**src/sv/skvt_pkg.sv**
```systemverilog
`default_nettype none

package skvt_pkg;

    localparam int ENTRIES = 16;
    localparam int IDX_W   = $clog2(ENTRIES);
    localparam int CNT_W   = $clog2(ENTRIES + 1);
    localparam int KEY_W   = 32;
    localparam int VAL_W   = 32;

    typedef enum logic [1:0] {
        OP_INSERT = 2'd0,
        OP_LOOKUP = 2'd1,
        OP_REMOVE = 2'd2,
        OP_NONE   = 2'd3
    } op_t;

    typedef enum logic [1:0] {
        ST_OK        = 2'd0,
        ST_NOT_FOUND = 2'd1,
        ST_NEGATIVE  = 2'd2,
        ST_FULL      = 2'd3
    } status_t;

    typedef enum logic [3:0] {
        S_IDLE,
        S_INS_RD,
        S_INS_CHK,
        S_INS_PUT,
        S_SCAN_RD,
        S_SCAN_CHK,
        S_REM_RD,
        S_REM_WR,
        S_OUT
    } state_t;

    typedef struct packed {
        logic [KEY_W-1:0] key;
        logic [VAL_W-1:0] value;
    } entry_t;

endpackage

`default_nettype wire

```
**src/sv/sorted_key_value_table.sv**
```systemverilog
// sorted key/value table, ENTRIES pairs kept in ascending key order
//
// input channel: in_valid / in_stall carry operation, key and data_in.
//   a beat is taken when in_valid is high and in_stall is low. in_stall
//   stays high from the accepted beat until its result has been taken.
// output channel: out_valid / out_stall carry status, data_out and
//   table_empty, one result beat per input beat, held while out_stall is high.
// memory: the entries live in a single-port-read, single-port-write memory
//   and one key comparator walks it one entry at a time.
//   negative insert, full insert, empty-table insert, unused op and
//   empty-table lookup or remove go straight to the result; an insert walks
//   from the top entry down, lookup and remove walk up from the front,
//   and a remove then moves each later entry down one place.
// reset: asynchronous, clears the entry count and control; the memory is
//   not cleared, entries at or above the count are never read.
`default_nettype none

module sorted_key_value_table
    import skvt_pkg::*;
(
    input  wire logic               clk,
    input  wire logic               rst_n,
    input  wire logic               in_valid,
    output logic                    in_stall,
    input  wire logic [1:0]         operation,
    input  wire logic signed [31:0] key,
    input  wire logic signed [31:0] data_in,
    output logic                    out_valid,
    input  wire logic               out_stall,
    output logic [1:0]              status,
    output logic signed [31:0]      data_out,
    output logic                    table_empty
);

    entry_t               mem [ENTRIES];
    entry_t               rdata_reg;

    state_t               state_reg, state_next;
    logic [IDX_W-1:0]     idx_reg, idx_next;
    logic [CNT_W-1:0]     count_reg, count_next;
    op_t                  op_reg, op_next;
    logic [KEY_W-1:0]     key_reg, key_next;
    logic [VAL_W-1:0]     din_reg, din_next;
    status_t              status_reg, status_next;
    logic [VAL_W-1:0]     dout_reg, dout_next;

    logic                 mem_we;
    logic [IDX_W-1:0]     mem_waddr;
    entry_t               mem_wdata;
    logic [IDX_W-1:0]     mem_raddr;

    logic                 in_beat;
    logic                 out_beat;
    logic                 key_greater;
    logic                 key_equal;
    logic                 scan_last;
    logic                 rem_last;
    logic [CNT_W-1:0]     count_m1;
    op_t                  in_op;

    assign in_op       = op_t'(operation);
    assign in_beat     = in_valid && !in_stall;
    assign out_beat    = out_valid && !out_stall;
    assign count_m1    = count_reg - CNT_W'(1);
    // stored keys are never negative, so unsigned order is key order
    assign key_greater = rdata_reg.key > key_reg;
    assign key_equal   = rdata_reg.key == key_reg;
    assign scan_last   = CNT_W'(idx_reg) == count_m1;
    assign rem_last    = CNT_W'(idx_reg) + CNT_W'(1) == count_m1;

    always_ff @(posedge clk)
    begin
        if (mem_we)
        begin
            mem[mem_waddr] <= mem_wdata;
        end
        rdata_reg <= mem[mem_raddr];
    end

    // next state
    always_comb
    begin
        state_next = state_reg;
        case (state_reg)
            S_IDLE:
            begin
                if (in_beat)
                begin
                    if (in_op == OP_INSERT)
                    begin
                        if (key[31] || count_reg == CNT_W'(ENTRIES) || count_reg == '0)
                            state_next = S_OUT;
                        else
                            state_next = S_INS_RD;
                    end
                    else if (in_op inside {OP_LOOKUP, OP_REMOVE})
                    begin
                        if (count_reg == '0)
                            state_next = S_OUT;
                        else
                            state_next = S_SCAN_RD;
                    end
                    else
                    begin
                        state_next = S_OUT;
                    end
                end
            end
            S_INS_RD:   state_next = S_INS_CHK;
            S_INS_CHK:
            begin
                if (!key_greater)
                    state_next = S_OUT;
                else if (idx_reg == IDX_W'(1))
                    state_next = S_INS_PUT;
                else
                    state_next = S_INS_RD;
            end
            S_INS_PUT:  state_next = S_OUT;
            S_SCAN_RD:  state_next = S_SCAN_CHK;
            S_SCAN_CHK:
            begin
                if (key_equal)
                begin
                    if (op_reg == OP_REMOVE && !scan_last)
                        state_next = S_REM_RD;
                    else
                        state_next = S_OUT;
                end
                else if (scan_last)
                begin
                    state_next = S_OUT;
                end
                else
                begin
                    state_next = S_SCAN_RD;
                end
            end
            S_REM_RD:   state_next = S_REM_WR;
            S_REM_WR:   state_next = rem_last ? S_OUT : S_REM_RD;
            S_OUT:
            begin
                if (out_beat)
                    state_next = S_IDLE;
            end
            default:    state_next = S_IDLE;
        endcase
    end

    // datapath and memory control
    always_comb
    begin
        idx_next    = idx_reg;
        count_next  = count_reg;
        op_next     = op_reg;
        key_next    = key_reg;
        din_next    = din_reg;
        status_next = status_reg;
        dout_next   = dout_reg;
        mem_we      = 1'b0;
        mem_waddr   = idx_reg;
        mem_wdata   = rdata_reg;
        mem_raddr   = idx_reg;
        case (state_reg)
            S_IDLE:
            begin
                if (in_beat)
                begin
                    op_next     = in_op;
                    key_next    = key;
                    din_next    = data_in;
                    status_next = ST_OK;
                    dout_next   = '0;
                    idx_next    = '0;
                    if (in_op == OP_INSERT)
                    begin
                        if (key[31])
                        begin
                            status_next = ST_NEGATIVE;
                        end
                        else if (count_reg == CNT_W'(ENTRIES))
                        begin
                            status_next = ST_FULL;
                        end
                        else if (count_reg == '0)
                        begin
                            mem_we          = 1'b1;
                            mem_waddr       = '0;
                            mem_wdata.key   = key;
                            mem_wdata.value = data_in;
                            count_next      = CNT_W'(1);
                        end
                        else
                        begin
                            idx_next = IDX_W'(count_reg);
                        end
                    end
                    else if (in_op inside {OP_LOOKUP, OP_REMOVE})
                    begin
                        if (count_reg == '0)
                            status_next = ST_NOT_FOUND;
                    end
                end
            end
            S_INS_RD:
            begin
                mem_raddr = idx_reg - IDX_W'(1);
            end
            S_INS_CHK:
            begin
                mem_we = 1'b1;
                if (key_greater)
                begin
                    // move the larger entry up one place
                    idx_next = idx_reg - IDX_W'(1);
                end
                else
                begin
                    mem_wdata.key   = key_reg;
                    mem_wdata.value = din_reg;
                    count_next      = count_reg + CNT_W'(1);
                end
            end
            S_INS_PUT:
            begin
                mem_we          = 1'b1;
                mem_waddr       = '0;
                mem_wdata.key   = key_reg;
                mem_wdata.value = din_reg;
                count_next      = count_reg + CNT_W'(1);
            end
            S_SCAN_CHK:
            begin
                if (key_equal)
                begin
                    dout_next = rdata_reg.value;
                    if (op_reg == OP_REMOVE && scan_last)
                        count_next = count_m1;
                end
                else if (scan_last)
                begin
                    status_next = ST_NOT_FOUND;
                end
                else
                begin
                    idx_next = idx_reg + IDX_W'(1);
                end
            end
            S_REM_RD:
            begin
                mem_raddr = idx_reg + IDX_W'(1);
            end
            S_REM_WR:
            begin
                // close the gap one entry at a time
                mem_we   = 1'b1;
                idx_next = idx_reg + IDX_W'(1);
                if (rem_last)
                    count_next = count_m1;
            end
            default:
            begin
            end
        endcase
    end

    // handshake outputs
    always_comb
    begin
        in_stall  = 1'b1;
        out_valid = 1'b0;
        case (state_reg)
            S_IDLE:  in_stall  = 1'b0;
            S_OUT:   out_valid = 1'b1;
            default:
            begin
                in_stall  = 1'b1;
                out_valid = 1'b0;
            end
        endcase
    end

    assign status      = status_reg;
    assign data_out    = dout_reg;
    assign table_empty = count_reg == '0;

    always_ff @(posedge clk or negedge rst_n)
    begin
        if (!rst_n)
        begin
            state_reg <= S_IDLE;
            count_reg <= '0;
        end
        else
        begin
            state_reg <= state_next;
            count_reg <= count_next;
        end
    end

    always_ff @(posedge clk)
    begin
        idx_reg    <= idx_next;
        op_reg     <= op_next;
        key_reg    <= key_next;
        din_reg    <= din_next;
        status_reg <= status_next;
        dout_reg   <= dout_next;
    end

`ifndef SYNTHESIS
    a_count_bound: assert property (@(posedge clk) disable iff (!rst_n)
        count_reg <= CNT_W'(ENTRIES))
        else $error("entry count above table size");

    a_full_only_when_full: assert property (@(posedge clk) disable iff (!rst_n)
        out_valid && status_reg == ST_FULL |-> count_reg == CNT_W'(ENTRIES))
        else $error("full reported on a table with free entries");

    a_scan_in_range: assert property (@(posedge clk) disable iff (!rst_n)
        state_reg == S_SCAN_CHK || state_reg == S_REM_WR |-> CNT_W'(idx_reg) < count_reg)
        else $error("scan index beyond valid entries");

    a_insert_grows: assert property (@(posedge clk) disable iff (!rst_n)
        out_valid && op_reg == OP_INSERT && status_reg == ST_OK |-> !table_empty)
        else $error("table empty after a good insert");

    a_hold_while_stalled: assert property (@(posedge clk) disable iff (!rst_n)
        out_valid && out_stall |=> out_valid && $stable(count_reg))
        else $error("result or count moved during output stall");
`endif

endmodule

`default_nettype wire

```
**config.mk**
```make
export PLATFORM = sky130hd
export DESIGN_NAME = sorted_key_value_table
export DESIGN_NICKNAME = d
export VERILOG_FILES = /design/src/sv/skvt_pkg.sv /design/src/sv/sorted_key_value_table.sv
export SDC_FILE = /design/constraint.sdc
export NUM_CORES = 2
export LEC_CHECK = 0
export ABC_AREA = 1
export BUFFER_PORTS_ARGS = -buffer_cell sky130_fd_sc_hd__buf_4
export CAP_MARGIN = 20
export CORE_AREA = 2 2 584 296
export CTS_BUF_LIST = sky130_fd_sc_hd__clkbuf_4
export CTS_CLUSTER_SIZE = 40
export DETAILED_ROUTE_END_ITERATION = 7
export DIE_AREA = 0 0 586 298
export MAX_ROUTING_LAYER = met4
export SYNTH_ARGS = -nofsm -noshare
export SYNTH_HDL_FRONTEND = slang
export SYNTH_SLANG_ARGS = --single-unit
```
**constraint.sdc**
```tcl
create_clock -name clk -period 13.65 [get_ports clk]
set_input_delay 0.6825 -clock clk [delete_from_list [all_inputs] [get_ports clk]]
set_output_delay 0.6825 -clock clk [all_outputs]
set_load 0.01 [all_outputs]
```
==> flow_metrics.tcl <==
set metrics [dict create \
    wl_per_cell_um 21.0 \
    final.period_utilization_pct 40.6 \
    drtIter0Drc 3580 \
    drv_slew 0 \
    post_cts_resized 0 \
    synth_cell_type_count 41 \
    worstSetupStartpointType "flop" \
    seq_area_um2 35400 \
    clkSinkCount 1201 \
    route.detailed.drc 0 \
    worstPathRequired_ns 14.32 \
    mostFrequentLayoutCells "edfxtp_1 (1128), nand2_1 (726), nand3_1 (515), o211ai_1 (513), inv_1 (493)" \
    gr-total-overflow 0 \
    fin_skew_ns 0.158 \
    fmax_ghz 0.180 \
    grt_pass1_vias 31800 \
    fin_nets 4556 \
    port-buffer-count 106 \
    vias_per_cell 4.81 \
    ys_seq_area_share_pct 70.0 \
    ant_nets 0 \
    hold_class "primary input to flop" \
    dieArea_um2 175000 \
    chipWidth_um 586 \
    drive_gt1_share_pct 15.8 \
    p_per_area_nw_per_um2 266 \
    num_vias 33500 \
    clk_latency_ns 1.11 \
    die_y_um 298 \
    max_stage_delay_ns 0.89 \
    gp_congestion 0.845 \
    critPathMaxFanout 54 \
    period_minus_slack_ns 5.54 \
    cts_root_buffer "clkbuf_4" \
    fin_hold_ws_ns 0.166 \
    max-vdd-ir-drop_v 0.000371 \
    initial_utilization_pct 29.9 \
    cp_data_arrival_time_ns 6.21 \
    dp_hpwl_mm 79.0 \
    syn_inst 4201 \
    cp-end-kind "flop" \
    drv_cap 0 \
    yosysWarnings 0 \
    setup_violations 0 \
    grt_max_degree 217 \
    core_area_um2 169000 \
    syn-num-nets 4310 \
    tightest_slew_ns 1.10 \
    cpLargestDelayFamily "simple AND/OR/NAND/NOR gates" \
    worstPathBufferInverterCount 3 \
    grt_setup_unrepaired "no" \
    syn_avg_cell_area_um2 12.0 \
    areaGrowthSynthToFinish_pct 14.9 \
    largest_reg_flops 1024 \
    status "finished, final reports clean" \
    final_common_cell "edfxtp_1" \
    leakagePower_nw 21.3 \
    critPathKind "flop to flop" \
    htree_levels 5 \
    grt_usage_pct 16.9 \
    clkTransAtPathRegs_ns 0.07 \
    ys_seq_elements 1201 \
    rows 107 \
    cts_buffer_depth 4 \
    instances_no_fill 6951 \
    grt_pass1_wl_mm 213 \
    hold_viol_final 0 \
    fin_tns_setup_ns 0 \
    antenna_found_initial 7 \
    critPathMostFrequentCell "nor2_4" \
    cts_buffers 279 \
    boundaryPins 107 \
    slew_headroom_pct 27.0 \
    dpl.cell_count 6386 \
    firstDrtPassIters 6 \
    wl_mm 146 \
    netlist_area_um2 50600 \
    fillers 16700 \
    cts_tree "done" \
    path_cells "nor2_4 -> nand2_2 -> buf_4 -> nor2_4 -> nand3_4 -> inv_1 -> nor3_1 -> nor3_1 -> nand2_1 -> nor2_4 -> buf_4" \
    multi_input_area_um2 12300 \
    slowest_stage "nor2_4" \
    p_total_mw 15.5 \
]
[worst register-to-register path, stage by stage (launching register included)]
cell and delay [ns]:
dfrtp_1 0.44, nor2_4 0.18, nand2_2 0.06, buf_4 0.37, nor2_4 0.24, nand3_4 0.53
inv_1 0.75, nor3_1 0.19, nor3_1 0.25, nand2_1 0.28, nor2_4 0.89, buf_4 0.82
[final cells by class]
class / instances / share of cell area (%)
Antenna cell: 7 / 0.0302
Clock buffer: 427 / 5.52
Clock inverter: 62 / 0.812
Inverter: 508 / 3.32
Multi-Input combinational cell: 2233 / 21.1
Sequential cell: 1201 / 60.9
Tap cell: 2289 / 4.93
Timing Repair Buffer: 224 / 3.36
[power by group]
group          internal, mW  leakage [nW]  total [mW]  switching (mW)
clock                  1.58          2.20        3.06            1.48
sequential             5.67          10.9        5.88           0.206
combinational          1.57          8.17        6.52            4.94
total                  8.82          21.3        15.5            6.63
[logic make-up after synthesis]
logic type	synth area share (%)
AOI/OAI and AO/OA	9.42
and+or+nand+nor	13.3
xor gates and xnor gates	0.191
adders and majority gates	0.965
buffers and inverters	6.20
DFF	70.0
[final timing paths]
check,from,end,slack [ns],cells after the start
setup / recovery,state_reg[2]$_DFFE_PN0P_,mem[9][33]$_DFFE_PP_,8.11,11
hold / removal,in_valid,state_reg[0]$_DFFE_PN0P_,0.17,5
setup reg to reg,state_reg[2]$_DFFE_PN0P_,mem[9][33]$_DFFE_PP_,8.11,11
hold reg to reg,count_reg[4]$_DFFE_PN0P_,count_reg[4]$_DFFE_PN0P_,0.51,2
max in group asynchronous,rst_n,state_reg[1]$_DFFE_PN0P_,12.45,3
min in group asynchronous,rst_n,count_reg[1]$_DFFE_PN0P_,0.77,3
[through the flow]
stage / util (%) / cell area [um^2] / setup slack [ns]
2_1_floorplan: - / 50600 / 4.20
3_3_place_gp: 31.7 / 53600 / 8.19
3_5_place_dp: 31.7 / 53700 / 8.15
4_1_cts: 34.3 / 58100 / 8.20
5_1_grt: 34.3 / 58100 / 7.83
6_report: 34.3 / 58100 / 8.11
[Yosys cell counts]
cell type  count  area share (%)
clkbuf_1      64            0.48
clkbuf_2       1          0.0099
clkinv_1       2           0.015
a21oi_2        2           0.035
nand2_1      729             5.4
buf_1         16            0.12
o21ai_1        2           0.020
ha_1          39            0.96
o21a_1         3           0.045
inv_2          9           0.067
nor3b_1        1           0.015
xor2_1         8            0.14
xnor2_1        3           0.052
or2_1          1           0.012
nand2_2        6           0.074
dfrtp_1        9            0.45
buf_6          2           0.045
or2_0         53            0.66
nor3_1         4           0.040
edfxtp_1    1128              67
o22ai_1        2           0.025
inv_1        497             3.7
a31oi_1        1           0.012
nor4_1         2           0.025
a21o_1         2           0.030
nand4_1        7           0.087
nor2_4         4           0.089
nor2_1       103            0.76
o21bai_1      21            0.31
o21ai_0       97            0.96
or2_2         74            0.92
buf_4          7            0.10
dfxtp_1       64             2.5
o221ai_1       3           0.052
buf_2        169             1.7
a21oi_1       30            0.30
nand3_1      518             5.1
nand3b_1       3           0.045
nor2_2         1           0.012
a311oi_1       1           0.017
o211ai_1     513             7.6
[timing repair]
item                       4_1_cts  5_1_grt
setup endpoints to repair        0        0
hold buffers                    69        0
setup buffers                    0        0
hold endpoints to repair        77        0
[metal layers]
metal	vias up	share of wire, %	GRT usage [%]
li1	15700	-	-
met3	214	10	5.16
met2	1413	41	22.7
met4	0	2.4	4.83
met5	-	0	-
met1	16200	46	24.4
Power figures use the tool's default switching activity.
